--- config.mk ---
export PLATFORM = sky130hd
export DESIGN_NAME = centered_moving_average
export DESIGN_NICKNAME = d
export VERILOG_FILES = /design/src/rtl/cma_pkg.sv /design/src/rtl/cma_divider.sv /design/src/rtl/centered_moving_average.sv
export SDC_FILE = /design/constraint.sdc
export NUM_CORES = 1
export LEC_CHECK = 0
export BUFFER_PORTS_ARGS = -buffer_cell sky130_fd_sc_hd__clkbuf_2
export CAP_MARGIN = 20
export CORE_MARGIN = 1.5
export CORE_UTILIZATION = 55
export DETAILED_ROUTE_END_ITERATION = 7
export HOLD_SLACK_MARGIN = 0.03
export PLACE_DENSITY = 0.8
export SETUP_SLACK_MARGIN = 0.02
export SYNTH_ARGS = -nofsm -noshare
export SYNTH_HDL_FRONTEND = slang
export SYNTH_SLANG_ARGS = --single-unit
--- constraint.sdc ---
create_clock -name clock -period 4.6 [get_ports clock]
set_clock_uncertainty 0.05 [all_clocks]
set_input_delay 0.46 -clock clock [delete_from_list [all_inputs] [get_ports clock]]
set_output_delay 0.46 -clock clock [all_outputs]
set_load 0.01 [all_outputs]
--- src/rtl/cma_pkg.sv ---
// ----------------------------------------------------------------------------
// cma_pkg
// Shared types and constants for the centered moving average block.
// ----------------------------------------------------------------------------
package cma_pkg;

   // Stream fill counter, saturating.
   localparam int unsigned FILL_WIDTH = 6;
   localparam logic [FILL_WIDTH-1:0] FILL_MAX = 6'd63;

   // Half-window register.
   localparam int unsigned CSR_WIDTH = 4;
   localparam logic [CSR_WIDTH-1:0] HALF_RESET = 4'd1;

   // Sequencer states, one-hot.
   typedef enum logic [4:0] {
      ST_IDLE      = 5'b00001,
      ST_READ      = 5'b00010,
      ST_LAST_ACC  = 5'b00100,
      ST_DIV_START = 5'b01000,
      ST_DIVIDE    = 5'b10000
   } state_type;

endpackage

--- src/rtl/cma_divider.sv ---
// ----------------------------------------------------------------------------
// cma_divider
// Serial signed divider: one quotient bit per cycle, truncates toward zero.
// ----------------------------------------------------------------------------
module cma_divider #(
   parameter int DVD_WIDTH = 22,
   parameter int DVS_WIDTH = 6,
   parameter int QUO_WIDTH = 16
) (
   input  logic                        clock,
   input  logic                        reset,
   input  logic                        start,
   input  logic signed [DVD_WIDTH-1:0] dividend,
   input  logic        [DVS_WIDTH-1:0] divisor,
   output logic                        done,
   output logic signed [QUO_WIDTH-1:0] quotient
);

   localparam int CNT_WIDTH = (DVD_WIDTH > 1) ? $clog2(DVD_WIDTH) : 1;

   logic                 busy_ff, busy_in;
   logic                 done_ff, done_in;
   logic [CNT_WIDTH-1:0] cnt_ff, cnt_in;
   logic [DVS_WIDTH-1:0] rem_ff, rem_in;
   logic [DVS_WIDTH-1:0] dvs_ff, dvs_in;
   logic [DVD_WIDTH-1:0] quo_ff, quo_in;
   logic                 neg_ff, neg_in;

   logic [DVS_WIDTH:0]   trial;
   logic                 fits;
   logic [DVS_WIDTH:0]   diff;
   logic [DVD_WIDTH-1:0] quo_signed;

   // restoring step
   assign trial = {rem_ff, quo_ff[DVD_WIDTH-1]};
   assign fits  = (trial >= {1'b0, dvs_ff});
   assign diff  = trial - {1'b0, dvs_ff};

   always_comb begin
      busy_in = busy_ff;
      done_in = done_ff;
      cnt_in  = cnt_ff;
      rem_in  = rem_ff;
      dvs_in  = dvs_ff;
      quo_in  = quo_ff;
      neg_in  = neg_ff;
      if (start) begin
         busy_in = 1'b1;
         done_in = 1'b0;
         cnt_in  = CNT_WIDTH'(DVD_WIDTH - 1);
         rem_in  = '0;
         dvs_in  = divisor;
         neg_in  = dividend[DVD_WIDTH-1];
         quo_in  = dividend[DVD_WIDTH-1] ? DVD_WIDTH'(-dividend) : DVD_WIDTH'(dividend);
      end else if (busy_ff) begin
         rem_in = fits ? diff[DVS_WIDTH-1:0] : trial[DVS_WIDTH-1:0];
         quo_in = {quo_ff[DVD_WIDTH-2:0], fits};
         cnt_in = cnt_ff - CNT_WIDTH'(1);
         if (cnt_ff == '0) begin
            busy_in = 1'b0;
            done_in = 1'b1;
         end
      end
   end

   always_ff @(posedge clock) begin
      if (reset) begin
         busy_ff <= 1'b0;
         done_ff <= 1'b0;
      end else begin
         busy_ff <= busy_in;
         done_ff <= done_in;
      end
      cnt_ff <= cnt_in;
      rem_ff <= rem_in;
      dvs_ff <= dvs_in;
      quo_ff <= quo_in;
      neg_ff <= neg_in;
   end

   assign quo_signed = neg_ff ? (~quo_ff + DVD_WIDTH'(1)) : quo_ff;
   assign quotient   = quo_signed[QUO_WIDTH-1:0];
   assign done       = done_ff;

endmodule

--- src/rtl/centered_moving_average.sv ---
// ----------------------------------------------------------------------------
// centered_moving_average
// Centered moving average over a stream of signed fixed-point samples, with
// the window cut short at both ends of the stream.
// ----------------------------------------------------------------------------
//
//   channel | direction | handshake           | payload
//   --------+-----------+---------------------+------------------------------
//   req     | in        | req_valid/req_stall | req_sample, req_last
//   rsp     | out       | rsp_valid/rsp_stall | rsp_average, rsp_last_out
//   csr     | in        | csr_wr_en           | csr_wr_data (half window)
//
// A word that produces no result is done in its accept cycle. A word with
// results takes its accept cycle, then per result (hi + 1) history reads,
// one last accumulate, one divider start and a serial divide, where hi + 1
// is the window size.
// A flush word produces up to h+1 results back to back through the same path.
// Reset is synchronous; no clearing pass, the history memory is never read
// beyond what the current stream has written.
// req_stall is high whenever a word is in work; a stalled result sits in the
// output register while the next request word is already taken.
// ----------------------------------------------------------------------------
module centered_moving_average #(
   parameter int MAX_HALF     = 15,
   parameter int SAMPLE_WIDTH = 16
) (
   input  logic                           clock,
   input  logic                           reset,
   // request channel
   input  logic                           req_valid,
   output logic                           req_stall,
   input  logic signed [SAMPLE_WIDTH-1:0] req_sample,
   input  logic                           req_last,
   // response channel
   output logic                           rsp_valid,
   input  logic                           rsp_stall,
   output logic signed [SAMPLE_WIDTH-1:0] rsp_average,
   output logic                           rsp_last_out,
   // config
   input  logic                           csr_wr_en,
   input  logic [cma_pkg::CSR_WIDTH-1:0]  csr_wr_data
);

   localparam int FW         = cma_pkg::FILL_WIDTH;
   localparam int HIST_DEPTH = 2 * MAX_HALF + 2;
   localparam int AW         = $clog2(HIST_DEPTH);
   localparam int MEM_DEPTH  = 1 << AW;
   localparam int HW         = $clog2(MAX_HALF + 1);
   localparam int SUM_WIDTH  = SAMPLE_WIDTH + FW;

   // ------------------------------------------------------------------
   // registers
   // ------------------------------------------------------------------
   cma_pkg::state_type state_ff, state_in;

   logic [cma_pkg::CSR_WIDTH-1:0] half_ff, half_in;   // csr
   logic [FW-1:0]  fill_ff, fill_in;                  // samples in stream
   logic [AW-1:0]  wp_ff, wp_in;                      // next write address
   logic [FW-1:0]  n_ff, n_in;                        // fill seen by this word
   logic [HW-1:0]  h_ff, h_in;                        // half width for this word
   logic           last_ff, last_in;                  // word is a flush
   logic [FW-1:0]  age_ff, age_in;                    // center age of result
   logic [FW-1:0]  rd_cnt_ff, rd_cnt_in;              // age being read
   logic           acc_vld_ff;                        // rd_data_ff is live
   logic signed [SUM_WIDTH-1:0] sum_ff, sum_in;

   logic                           rsp_valid_ff, rsp_valid_in;
   logic signed [SAMPLE_WIDTH-1:0] rsp_average_ff, rsp_average_in;
   logic                           rsp_last_out_ff, rsp_last_out_in;

   // history memory, circular; newest sample sits at wp_ff - 1
   logic [SAMPLE_WIDTH-1:0] hist_mem [MEM_DEPTH];
   logic [SAMPLE_WIDTH-1:0] rd_data_ff;
   logic [AW-1:0]           rd_addr;

   // ------------------------------------------------------------------
   // combinational helpers
   // ------------------------------------------------------------------
   logic            accept;
   logic            slot_free;
   logic            out_load;
   logic            out_last;
   logic [HW-1:0]   h_clamp;
   logic [FW-1:0]   fill_next;
   logic [FW-1:0]   fill_next_m1;
   logic [FW-1:0]   first_age;
   logic [FW:0]     age_plus_h;
   logic [FW-1:0]   n_m1;
   logic [FW-1:0]   hi_w;            // oldest age in the window
   logic            div_start;
   logic            div_done;
   logic signed [SAMPLE_WIDTH-1:0] div_quo;

   assign accept    = req_valid && !req_stall;
   assign slot_free = !rsp_valid_ff || !rsp_stall;

   assign h_clamp = (32'(half_ff) > MAX_HALF) ? HW'(MAX_HALF) : HW'(half_ff);

   assign fill_next    = (fill_ff == cma_pkg::FILL_MAX) ? fill_ff : fill_ff + FW'(1);
   assign fill_next_m1 = fill_next - FW'(1);
   assign first_age    = (FW'(h_clamp) < fill_next_m1) ? FW'(h_clamp) : fill_next_m1;

   // every window starts at the newest sample (age 0); it reaches back to
   // age + h, or to the oldest sample of the stream when that is nearer
   assign age_plus_h = (FW + 1)'(age_ff) + (FW + 1)'(h_ff);
   assign n_m1       = n_ff - FW'(1);
   assign hi_w       = (age_plus_h < (FW + 1)'(n_m1)) ? age_plus_h[FW-1:0] : n_m1;

   assign rd_addr   = wp_ff - AW'(1) - rd_cnt_ff[AW-1:0];
   assign div_start = (state_ff == cma_pkg::ST_DIV_START);
   assign out_load  = (state_ff == cma_pkg::ST_DIVIDE) && div_done && slot_free;
   assign out_last  = last_ff && (age_ff == '0);

   // ------------------------------------------------------------------
   // sequencer
   // ------------------------------------------------------------------
   always_comb begin
      state_in        = state_ff;
      half_in         = csr_wr_en ? csr_wr_data : half_ff;
      fill_in         = fill_ff;
      wp_in           = wp_ff;
      n_in            = n_ff;
      h_in            = h_ff;
      last_in         = last_ff;
      age_in          = age_ff;
      rd_cnt_in       = '0;
      sum_in          = sum_ff;
      rsp_valid_in    = rsp_valid_ff && rsp_stall;
      rsp_average_in  = rsp_average_ff;
      rsp_last_out_in = rsp_last_out_ff;

      unique case (state_ff)
         cma_pkg::ST_IDLE: begin
            sum_in = '0;
            if (accept) begin
               wp_in   = wp_ff + AW'(1);
               n_in    = fill_next;
               h_in    = h_clamp;
               last_in = req_last;
               fill_in = req_last ? '0 : fill_next;
               age_in  = req_last ? first_age : FW'(h_clamp);
               // plain word: a result only once h+1 samples are in
               if (req_last || (fill_next > FW'(h_clamp))) begin
                  state_in = cma_pkg::ST_READ;
               end
            end
         end
         cma_pkg::ST_READ: begin
            rd_cnt_in = rd_cnt_ff + FW'(1);
            if (acc_vld_ff) begin
               sum_in = sum_ff + SUM_WIDTH'(signed'(rd_data_ff));
            end
            if (rd_cnt_ff == hi_w) begin
               state_in = cma_pkg::ST_LAST_ACC;
            end
         end
         cma_pkg::ST_LAST_ACC: begin
            sum_in   = sum_ff + SUM_WIDTH'(signed'(rd_data_ff));
            state_in = cma_pkg::ST_DIV_START;
         end
         cma_pkg::ST_DIV_START: begin
            state_in = cma_pkg::ST_DIVIDE;
         end
         cma_pkg::ST_DIVIDE: begin
            sum_in = '0;
            if (out_load) begin
               rsp_valid_in    = 1'b1;
               rsp_average_in  = div_quo;
               rsp_last_out_in = out_last;
               // flush walks toward the newest sample
               if (last_ff && (age_ff != '0)) begin
                  age_in   = age_ff - FW'(1);
                  state_in = cma_pkg::ST_READ;
               end else begin
                  state_in = cma_pkg::ST_IDLE;
               end
            end
         end
         default: begin
            state_in = cma_pkg::ST_IDLE;
         end
      endcase
   end

   always_ff @(posedge clock) begin
      if (reset) begin
         state_ff     <= cma_pkg::ST_IDLE;
         half_ff      <= cma_pkg::HALF_RESET;
         fill_ff      <= '0;
         wp_ff        <= '0;
         acc_vld_ff   <= 1'b0;
         rsp_valid_ff <= 1'b0;
      end else begin
         state_ff     <= state_in;
         half_ff      <= half_in;
         fill_ff      <= fill_in;
         wp_ff        <= wp_in;
         acc_vld_ff   <= (state_ff == cma_pkg::ST_READ);
         rsp_valid_ff <= rsp_valid_in;
      end
      n_ff            <= n_in;
      h_ff            <= h_in;
      last_ff         <= last_in;
      age_ff          <= age_in;
      rd_cnt_ff       <= rd_cnt_in;
      sum_ff          <= sum_in;
      rsp_average_ff  <= rsp_average_in;
      rsp_last_out_ff <= rsp_last_out_in;
   end

   // history memory: one write port, one registered read port
   always_ff @(posedge clock) begin
      if (accept) begin
         hist_mem[wp_ff] <= req_sample;
      end
      rd_data_ff <= hist_mem[rd_addr];
   end

   // ------------------------------------------------------------------
   // divider
   // ------------------------------------------------------------------
   cma_divider #(
      .DVD_WIDTH (SUM_WIDTH),
      .DVS_WIDTH (FW),
      .QUO_WIDTH (SAMPLE_WIDTH)
   ) u_divider (
      .clock    (clock),
      .reset    (reset),
      .start    (div_start),
      .dividend (sum_ff),
      .divisor  (hi_w + FW'(1)),
      .done     (div_done),
      .quotient (div_quo)
   );

   // ------------------------------------------------------------------
   // outputs
   // ------------------------------------------------------------------
   assign req_stall    = (state_ff != cma_pkg::ST_IDLE);
   assign rsp_valid    = rsp_valid_ff;
   assign rsp_average  = rsp_average_ff;
   assign rsp_last_out = rsp_last_out_ff;

   // ------------------------------------------------------------------
   // assertions
   // ------------------------------------------------------------------
   // reads stay inside what the current stream has written
   a_read_in_stream: assert property (@(posedge clock) disable iff (reset)
      (state_ff == cma_pkg::ST_READ) |-> (hi_w < n_ff) && (rd_cnt_ff <= hi_w))
      else $error("history read beyond stream fill");

   // a fresh divide must not see a stale done
   a_div_restart: assert property (@(posedge clock) disable iff (reset)
      (state_ff == cma_pkg::ST_DIVIDE) && $past(state_ff == cma_pkg::ST_DIV_START)
      |-> !div_done)
      else $error("divider done not cleared by start");

   // final result of a flush leaves the block idle with an empty stream
   a_flush_end: assert property (@(posedge clock) disable iff (reset)
      out_load && out_last |=> (state_ff == cma_pkg::ST_IDLE) && (fill_ff == '0))
      else $error("flush did not restart the stream");

   // a result is loaded only into a free output slot
   a_no_overwrite: assert property (@(posedge clock) disable iff (reset)
      out_load |-> !rsp_valid_ff || !rsp_stall)
      else $error("pending result overwritten");

endmodule

## Yosys cells after proc, flatten, opt, wreduce, memory -nomap -nowiden

Memory sizes are Yosys's and may differ from the RTL's. A register that Yosys moved wholly into a read port is not among the register bits.
Index checks and enable logic that the tools add are counted.

- Bits in registers: 126
- RAM bits: 512
- Input port bits: 26
- Output and inout port bits: 19
- Logic and storage cells: 110
- Memories: 1

Memories:

| memory | depth | bits a word | rd ports | clocked after memory_dff | write ports | line | source |
|---|---|---|---|---|---|---|---|
| hist_mem | 32 | 16 | 1 | 1 | 1 | centered_moving_average.sv:72 | `logic [SAMPLE_WIDTH-1:0] hist_mem [MEM_DEPTH];` |

- Add/subtract/negate cells: 15
- Magnitude comparators: 4
- Equal/unequal tests: 14
- Mux-type cells: 29
- Bitwise logic cells: 1
- Reductions and logical operators: 25

Operator list:

| cell | count |
|---|---|
| two-way mux 22 bit | 4 |
| case mux 22 bit (3 select lines) | 1 |
| two-way mux 6 bit | 9 |
| case mux 5 bit (5 select lines) | 1 |
| adder 22 x 16 -> 22 bit | 1 |
| negation 22 bit | 1 |
| two-way mux 5 bit | 4 |
| adder 6 x 1 -> 6 bit, second input constant | 3 |
| subtractor 6 x 1 -> 6 bit, second input constant | 3 |
| adder 16 x 1 -> 16 bit, second input constant | 1 |
| two-way mux 16 bit | 1 |
| NOT 16 bit | 1 |
| case mux 6 bit (2 select lines) | 1 |
| inequality test 2 bit, second input constant | 5 |
| subtractor 5 x 1 -> 5 bit, second input constant | 2 |
| AND reduction 2 bit | 4 |
| AND reduction 4 bit | 2 |
| adder 6 x 4 -> 7 bit | 1 |
| greater-or-equal comparator 7 x 6 -> 1 bit | 1 |
| < comparator 7 x 6 -> 1 bit | 1 |
| two-way mux 1 bit | 7 |
| equality test 6 bit | 1 |
| equality test 6 bit, second input constant | 1 |
| > comparator 6 x 4 -> 1 bit | 1 |
| 21 further kinds | 31 |

## Logic depth before layout (Yosys ltp)

Gate-level depths: netlist of the first run.

- Word-level depth: 8
- Depth in mapped cells: 14
- Gate-level depth less buffers: 14

## Modules after synthesis

A second synthesis of the first run with hierarchy kept.

- Cell total of the unflattened synthesis: 1637
- Area, all modules: 28074.4 µm²

By module, submodules not included:

| module | times used | cells each | area each (µm²) | seq. area each (µm²) |
|---|---|---|---|---|
| centered_moving_average | 1 | 1347 | 25356.8 | 17937.2 |
| cma_divider | 1 | 290 | 2717.6 | 1131.1 |

## Worst setup path after synthesis of the first run

OpenSTA, ideal clock, no wires.

- Kind: register to register
- Start: reg age_ff[0]
- End: reg state_ff[0]
- Library setup time: 123 ps
- Arrival time: 3569 ps
- Required time: 4427 ps
- Path slack: 858 ps
- Cell stages (with the launch flop): 14
- Path buffers: 0
- Period minus slack after synthesis: 3742 ps
- Path through: edfxtp_1 ha_1 fa_1 a211oi_1 nor2_1 xor2_1 ha_1 and2_4 a221o_1 o31a_1 o21ai_0 nor4b_2 nand4_1 a311o_2

- Cells in the longest elaborated chain, start to end: 6
- Elaborated cells between the ends (all ways): 11
- Those cells by class: add/sub: 1; order compare: 1; eq/ne: 2; mux: 4; reduce/logical: 3

Ends and longest elaborated chain:

| what | line | source |
|---|---|---|
| from (decl) | centered_moving_average.sv:62 | `logic [FW-1:0] age_ff, age_in;` |
| from (signal assigned) | centered_moving_average.sv:204 | `age_ff <= age_in;` |
| adder 6 x 4 -> 7 bit | centered_moving_average.sv:105 | `assign age_plus_h = (FW + 1)'(age_ff) + (FW + 1)'(h_ff);` |
| < comparator 7 x 6 -> 1 bit | centered_moving_average.sv:107 | `assign hi_w = (age_plus_h < (FW + 1)'(n_m1)) ? age_plus_h[FW-1:0] : n_m1;` |
| two-way mux 6 bit | centered_moving_average.sv:107 |  |
| equality test 6 bit | centered_moving_average.sv:153 | `if (rd_cnt_ff == hi_w) begin` |
| inequality test 2 bit (no source line) | n/a |  |
| AND reduction 4 bit (no source line) | n/a |  |
| to (signal assigned) | centered_moving_average.sv:187 | `state_ff <= cma_pkg::ST_IDLE;` |
| to (signal assigned) | centered_moving_average.sv:194 | `state_ff <= state_in;` |
| to (decl) | centered_moving_average.sv:54 | `cma_pkg::state_type state_ff, state_in;` |

Several ways; a longest one is shown, not always the timed one. The select of a mux whose other input is x is not followed.
A chain may end at the register's enable or synchronous reset.

## Final worst setup path of the first run

Same ends and word-level chain as after synthesis.

==> impl_metrics.yaml, run 1 <==
final_layout:
  fin_nets: 1819
  fin_util_pct: 62.6
  finalNonFillerCells: 2453
  final_area_um2: 31300
  area_growth_pct: 12.5
  drive_gt1_share_pct: 22.7
floorplanning:
  die_area_um2: 52000
  initial_core_util_pct: 55.6
  ios: 45
  core_um2: 50100
  placementRows: 82
  die_w_um: 228
  die_y_um: 228
critical_path:
  path_class: "register to register"
  rrSetupSlack_ns: 0.37
  endpoint_kind: "register"
  r2r_start: "age_ff[0]"
  critPathLaunchType: "register"
  crit_fanout: 8
  required_ns: 5.08
  worstPathArrival_ns: 4.71
  rr_worst_depth: 14
  r2r-end: "state_ff[0]"
synthesis:
  synth.top_cells.by_area: "edfxtp_1, mux4_2, dfxtp_1"
  ys.flop_type: "edfxtp_1"
  yosysSeqAreaShare_pct: 68.4
  syn_avg_cell_area_um2: 17.1
  synth_compound_area_share_pct: 4.11
  ys_types: 68
  synthMuxAreaShare_pct: 14.2
  synth-seq-cells: 654
  yosys_warnings: 0
  synth_top_family_by_area: "multiplexers"
  yosys.area.top_type: "edfxtp_1"
  synth_area_um2: 27900
  synthesis.nets: 1720
  synth_edf_count: 597
  syn_inst: 1628
  synth.most_common_cell: "edfxtp_1"
  synthAdderAreaFrac_pct: 3.07
  synth-simple-area-share_pct: 5.90
  async_flop_share_pct: 0
  netlist.area_leader.share_pct: 64.4
  synthXorXnorAreaFrac_pct: 2.70
  synth_commonest_cells: "edfxtp_1, mux4_2, nor2_1"
sta:
  final_min_period_over_clock_period_pct: 91.9
  slew_violations: 0
  hold_violations: 0
  setup_viol: 0
  fin_crit_ns: 4.23
  rsz0062_at_grt: "false"
  fin_setup_tns_ns: 0
  max_slew_margin_pct: 31.3
  tightest_slew_ns: 1.03
  fmax_mhz: 237
placement:
  gp_congestion: 0.883
  place_area_um2: 29200
  portBuffers: 44
  dp_hpwl_um: 35300
  dp_cells: 2329
hold_path:
  min_path_type: "primary input to register"
  min-delay-start: "csr_wr_data[1]"
  worstHoldPathCells: 3
  hold_end: "h_clamp[1]"
global_route:
  grt_pass1_vias: 15646
  antenna_found_initial: 1
  grt_max_degree: 53
  grt-ovfl-total: 0
  grt_pass1_wl_um: 90100
  grt_util_all_layers_pct: 22.8
clocking:
  cts_buffers: 67
  clkLatencyLatePin_ns: 0.60
  clkSinkCount: 654
  hold_buffers: 1
  cts_resized: 0
  clk_pin_slew_ns: 0.06
  clock_path_buffers: 3
  post_cts_buffers: 0
  cts_tree: "built"
  cts-root-buf: "clkbuf_16"
  h-tree-depth: 3
power:
  pwr-share-seq_pct: 37.0
  clkPwrFrac_pct: 26.8
  switchingPower_uw: 6320
  power_density_nw_per_um2: 635
  leakage_uw: 0.0107
  switching_share_pct: 31.7
  intPower_uw: 13600
  vdd_drop_max_mv: 0.474
  comb_power_share_pct: 36.3
drt:
  wire_per_inst_um: 23.6
  drt-pass1-iter-count: 5
  drc_errors: 0
  antenna_left: 0
  detail_route.vias_per_cell: 6.14
  drt-total-wl_um: 58000
  drt_iter0_drc: 1502
  vias: 15058
run:
  cap_violations: 0
run_status:
  status: "finished clean"
==> routing by layer <==
layer  up-vias  GRT usage, %  share of wire, %
met2       655          39.2                50
met1      7627          28.7                39
met4         0          7.99               3.3
li1       6636             -                 -
met5         -             0                 0
met3       140          4.80               7.4
==> flip-flops by register name, indices dropped and copies added, names as in the netlist, 4 cells and up <==
register and cells:
age_ff 6, fill_ff 6, h_clamp 4, h_ff 4, hist_mem 512, n_ff 6, rd_cnt_ff 6, rd_data_ff 16
rsp_average 16, state_ff 5, sum_ff 22, u_divider.cnt_ff 5, u_divider.dvs_ff 6, u_divider.quo_ff 22, u_divider.rem_ff 6, wp_ff 5
==> worst max path at each step <==
stage | start | to | slack, ns | depth (start not counted)
floorplan | age_ff[0] | state_ff[0] | 0.86 | 13
global placement | age_ff[0] | state_ff[0] | 0.60 | 13
detailed placement | age_ff[0] | state_ff[0] | 0.49 | 14
CTS | age_ff[0] | state_ff[0] | 0.45 | 14
global route | age_ff[2] | state_ff[0] | 0.09 | 14
finish | age_ff[0] | state_ff[0] | 0.37 | 14
==> area by class of cell <==
cell class,count,area (um^2)
Timing Repair Buffer,92,646
Clock inverter,36,353
Antenna cell,1,2.50
Clock buffer,86,1810
Sequential cell,654,19100
Tap cell,672,841
Inverter,52,195
Fill cell,3443,18700
Multi-Input combinational cell,860,8420
==> power groups by stage <==
stage          clock (uW)  sequential (uW)  combinational (uW)
2_1_floorplan           0             7330                5480
3_3_place_gp            0             7460                6970
3_5_place_dp            0             7480                7160
4_1_cts              5410             7350                7240
5_1_grt              5630             7400                7860
6_report             5330             7360                7220
==> cells in the final DEF, fill, tap and decap left out, types with 44 or more instances in the layout <==
| cell type | count |
|---|---|
| nor2_1 | 111 |
| nand2_1 | 80 |
| clkbuf_2 | 44 |
| mux4_2 | 160 |
| clkbuf_16 | 69 |
| ha_1 | 61 |
| edfxtp_1 | 597 |
| inv_1 | 52 |
| dfxtp_1 | 57 |
| o21ai_0 | 63 |
==> through the flow <==
| step | total power (uW) | setup WS, ns | hold slack [ns] |
|---|---|---|---|
| 2_1_floorplan | 12800 | 0.858 | 0.396 |
| 3_3_place_gp | 14400 | 0.605 | 0.410 |
| 3_5_place_dp | 14600 | 0.491 | 0.418 |
| 4_1_cts | 20000 | 0.446 | 0.0432 |
| 5_1_grt | 20900 | 0.0854 | 0.0713 |
| 6_report | 19900 | 0.373 | 0.0640 |
==> worst max-delay path, stage by stage (launching register included) <==
cell	delay, ns
edfxtp_1	0.44
ha_1	0.24
fa_1	0.41
a211oi_1	0.36
nor2_1	0.11
xor2_1	0.17
ha_1	0.33
and2_4	0.16
a221oi_4	0.33
nand3_2	0.21
o21ai_0	0.47
xor2_1	0.19
nand4_1	0.18
a221oi_1	0.35
a311o_2	0.16
==> logic make-up (layout without fill, tap and decap cells) <==
family / Yosys count / after routing
compound gates: 181 / 181
xor+xnor: 86 / 86
fa+ha+maj: 66 / 66
buf+inv: 114 / 266
flops: 654 / 654
mux: 192 / 192
other cells: 0 / 1
simple gates: 335 / 335
(Power assumes the default switching activity.)
==> inputs of run 2 (changes only) <==
--- a/config.mk
+++ b/config.mk
@@ -9,6 +9,7 @@
 export CAP_MARGIN = 20
 export CORE_MARGIN = 1.5
 export CORE_UTILIZATION = 55
+export CTS_BUF_LIST = sky130_fd_sc_hd__clkbuf_2 sky130_fd_sc_hd__clkbuf_4 sky130_fd_sc_hd__clkbuf_8
 export DETAILED_ROUTE_END_ITERATION = 7
 export HOLD_SLACK_MARGIN = 0.03
 export PLACE_DENSITY = 0.8
==> run 2 against run 1 <==
Effect of this change:
- sequential share of layout area is 0.40 points higher
- power is 4.1% lower
- cell area is 0.65% lower
- routed wire length is 3.4% lower
- register-to-register slack worse by 0.02 ns
- utilization is 0.41 points lower
- largest power group unchanged
==> impl_metrics.yaml, run 2 (same netlist as run 1, synthesis figures left out) <==
drt:
  antenna_left: 0
  drt-total-wl_um: 56000
  wire_per_inst_um: 22.3
  vias: 15058
  drt-pass1-iter-count: 5
  drc_errors: 0
  drt_iter0_drc: 1386
  detail_route.vias_per_cell: 5.99
final_layout:
  antenna_cells: 0
  fin_util_pct: 62.2
  area_growth_pct: 11.7
  final_common_cell: "edfxtp_1"
  final_cell_mix: "edfxtp_1, mux4_2, nor2_1, clkbuf_8, nand2_1"
  final_area_um2: 31100
  largest_reg_flops: 512
  final-seq-area_um2: 19100
  multi_input_area_um2: 8420
  fin_nets: 1858
  top_regs: "hist_mem (512), sum_ff (22), u_divider.quo_ff (22)"
  drive_gt1_share_pct: 24.7
  regMostFlops: "hist_mem"
  nFillCells: 3488
floorplanning:
  die_y_um: 228
  placementRows: 82
  die_w_um: 228
  ios: 45
  die_area_um2: 52000
  core_um2: 50100
  initial_core_util_pct: 55.6
power:
  vdd_drop_max_mv: 0.386
  power_density_nw_per_um2: 614
  leakage_uw: 0.0106
  finalPower_uw: 19100
global_route:
  grt_pass1_vias: 15608
  grt_max_degree: 53
  grt_util_all_layers_pct: 21.9
  grt_pass1_wl_um: 87300
  antenna_found_initial: 0
  grt-ovfl-total: 0
sta:
  rsz0062_at_grt: "false"
  fin_hold_ws_ns: 0.0879
  tightest_slew_ns: 1.01
  max_slew_margin_pct: 32.9
  fin_setup_tns_ns: 0
  fmax_mhz: 236
  hold_violations: 0
  fin_crit_ns: 4.24
  setup_viol: 0
  final_min_period_over_clock_period_pct: 92.2
  slew_violations: 0
placement:
  portBuffers: 44
  place_area_um2: 29200
  dp_hpwl_um: 35300
  gp_congestion: 0.883
clocking:
  h-tree-depth: 3
  clock_path_buffers: 3
  cts-root-buf: "clkbuf_8"
  cts_buffers: 100
  clkSinkCount: 654
  cts_tree: "built"
  clkLatencyLatePin_ns: 0.69
  cts_resized: 0
  clk_pin_slew_ns: 0.06
run:
  cap_violations: 0
critical_path:
  critPathLaunchType: "register"
  worstPathArrival_ns: 4.81
  path_class: "register to register"
  crit_fanout: 8
  r2r_start: "age_ff[0]"
  required_ns: 5.17
  worstSetupStartpoint: "age_ff[0]"
  endpoint_kind: "register"
hold_path:
  min_path_type: "primary input to register"
  min-delay-start: "csr_wr_en"
run_status:
  status: "finished clean"
-- run 2: worst max-delay path, cell delays in order, from the launching register on --
cell	delay [ns]
edfxtp_1	0.43
ha_1	0.24
fa_1	0.41
a211oi_1	0.37
nor2_1	0.11
xor2_1	0.17
ha_1	0.33
and2_4	0.16
a221oi_4	0.33
nand3_2	0.22
o21ai_0	0.47
xor2_1	0.19
nand4_1	0.19
a221oi_1	0.36
a311o_2	0.17
-- run 2: final cells by class --
cell class / count / share of cell area [%]
clock buffer: 133 / 5.28
clock inverter: 46 / 0.832
inverter: 52 / 0.627
multi-input combinational: 860 / 27.0
sequential: 654 / 61.3
tap: 672 / 2.70
timing repair buffer: 98 / 2.27
-- run 2: path summary, 6_finish.rpt --
check | endpoint | slack (ns) | cells past startpoint
hold / removal | h_clamp[1] | 0.09 | 3
setup / recovery | state_ff[0] | 0.36 | 14
setup reg to reg | state_ff[0] | 0.36 | 14
hold reg to reg | u_divider.rem_ff[5] | 0.42 | 2
-- run 2: metrics by stage --
step | instances | worst slack (ns)
2_1_floorplan | 1628 | 0.858
3_3_place_gp | 2329 | 0.605
3_5_place_dp | 2329 | 0.491
4_1_cts | 2515 | 0.401
5_1_grt | 2515 | 0.141
6_report | 2515 | 0.357
-- run 2: power breakdown --
part | switching, uW | internal, uW | total, uW
registers | 334 | 7020 | 7360
logic | 3720 | 3470 | 7190
clock network | 2160 | 2390 | 4550
-- run 2: timing repair --
| action | 4_1_cts | 5_1_grt |
|---|---|---|
| setup buffers | 0 | 0 |
| hold buffers | 7 | 0 |
| endpoints found under the hold margin | 5 | 0 |
-- run 2: per-layer routing --
layer	track usage, %	vias to the layer above	routed length [um]
met4	8.03	0	1680
met2	36.9	643	28100
met3	4.93	131	4300
met1	28.0	7566	22000
met5	0	-	0
li1	-	6718	-
==> inputs of run 3 (changes only) <==
==> constraint.sdc (replaced) <==
create_clock -name clock -period 4.4 [get_ports clock]
set_clock_uncertainty 0.05 [all_clocks]
set_input_delay 0.44 -clock clock [delete_from_list [all_inputs] [get_ports clock]]
set_output_delay 0.44 -clock clock [all_outputs]
set_load 0.01 [all_outputs]
==> run 3 against run 2 <==
Effect of this change:
- routed wire length increased by 1.5%
- die area unchanged
- first-iteration DRC count increased by 0.79%
- cell area increased by 0.63%
- largest cell class unchanged
==> impl_metrics.yaml, run 3 (same netlist as run 1, synthesis figures left out) <==
run_status:
  status: "finished clean"
clocking:
  cts-root-buf: "clkbuf_8"
  clock_path_buffers: 3
  cts_buffers: 100
  clkSinkCount: 654
  clkLatencyLatePin_ns: 0.71
  h-tree-depth: 3
  clk_pin_slew_ns: 0.06
  cts_tree: "built"
critical_path:
  crit_fanout: 5
  rrSetupSlack_ns: 0.23
  r2r_start: "age_ff[0]"
  required_ns: 4.99
  rr_worst_depth: 14
  path_class: "register to register"
  r2r-end: "state_ff[0]"
  endpoint_kind: "register"
  worstSetupStartpoint: "age_ff[0]"
  critPathLaunchType: "register"
  worstPathArrival_ns: 4.75
placement:
  place_area_um2: 29200
  dp_hpwl_um: 35900
  gp_congestion: 0.863
  portBuffers: 44
run:
  cap_violations: 0
hold_path:
  min_path_type: "primary input to register"
  worstHoldPathCells: 2
  hold_end: "wp_ff[4]"
  min-delay-start: "reset"
global_route:
  grt_use_met3_pct: 4.32
  grt_pass1_wl_um: 88500
  antenna_found_initial: 0
  busiest_layer: "met2"
  grt_max_degree: 59
  grt_util_all_layers_pct: 22.3
  grt-ovfl-total: 0
  grt_pass1_vias: 15472
  grtUsageMet1_pct: 29.2
  met2_usage_pct: 37.7
floorplanning:
  initial_core_util_pct: 55.6
  die_w_um: 228
  die_y_um: 228
  die_area_um2: 52000
  ios: 45
  placementRows: 82
  core_um2: 50100
drt:
  drt_iter0_drc: 1397
  wire_per_inst_um: 22.6
  drt-pass1-iter-count: 6
  detail_route.vias_per_cell: 5.94
  vias: 14961
  drc_errors: 0
  drt-total-wl_um: 56900
  antenna_left: 0
final_layout:
  largest_reg_flops: 512
  final_common_cell: "edfxtp_1"
  final_area_um2: 31300
  area_growth_pct: 12.4
  antenna_cells: 0
  regMostFlops: "hist_mem"
  fin_util_pct: 62.6
  drive_gt1_share_pct: 25.3
  top_regs: "hist_mem (512), sum_ff (22), u_divider.quo_ff (22)"
  fin_nets: 1863
  final_cell_mix: "edfxtp_1, mux4_2, nor2_1, clkbuf_8, nand2_1"
sta:
  fin_setup_tns_ns: 0
  tightest_slew_ns: 0.980
  rsz0062_at_grt: "false"
  fin_crit_ns: 4.17
  slew_violations: 0
  fmax_mhz: 240
  final_min_period_over_clock_period_pct: 94.7
  max_slew_margin_pct: 34.7
  hold_violations: 0
  setup_viol: 0
power:
  vdd_drop_max_mv: 0.445
  power_density_nw_per_um2: 647
  leakage_uw: 0.0107
## run 3: worst max path at each step
stage                  endpoint  slack (ns)
global route        state_ff[0]        0.06
floorplan           state_ff[0]        0.66
detailed placement  state_ff[0]        0.20
CTS                 state_ff[0]        0.19
global placement    state_ff[0]        0.25
finish              state_ff[0]        0.23
## run 3: per-stage QoR
step	instances	worst slack, ns	power (uW)	hold WS (ns)
floorplan	1628	0.658	13400	0.396
CTS	2519	0.186	20400	0.195
global route	2520	0.0613	21400	0.262
global placement	2329	0.255	15100	0.408
finish	2520	0.234	20300	0.243
detailed placement	2329	0.204	15300	0.426
## run 3: report_power, final
part	internal [uW]	switching (uW)	total, uW
sequential	7340	344	7690
combinational	3650	3880	7530
clock	2750	2300	5060
## run 3: layout make-up
class | count | area (um^2)
Fill cell | 3477 | 18700
Inverter | 52 | 195
Timing Repair Buffer | 103 | 753
Sequential cell | 654 | 19100
Clock buffer | 141 | 1750
Clock inverter | 38 | 293
Multi-Input combinational cell | 860 | 8430
Tap cell | 672 | 841
## run 3: metal layers
metal | part of all wire (%) | routed length [um] | vias up
met5 | 0 | 0 | -
li1 | - | - | 6727
met4 | 2.6 | 1490 | 0
met2 | 51 | 28900 | 580
met3 | 6.8 | 3860 | 125
met1 | 40 | 22700 | 7529
## run 3: timing repair
item | in CTS | in global routing
resized for setup | 0 | 2
hold buffers | 11 | 0
buffers inserted | 0 | 1
endpoints found under the setup margin | 0 | 1
hold endpoints to repair | 6 | 0
## run 3: critical path, cell delays in order (launching register included)
cell	delay (ns)
edfxtp_1	0.44
ha_1	0.24
fa_1	0.43
a211oi_2	0.29
nor2_1	0.10
xor2_1	0.16
ha_1	0.32
and2_4	0.15
a221o_1	0.42
o31a_1	0.37
o21ai_0	0.14
nor4b_2	0.23
nand4_1	0.25
a221oi_1	0.36
a311o_2	0.16
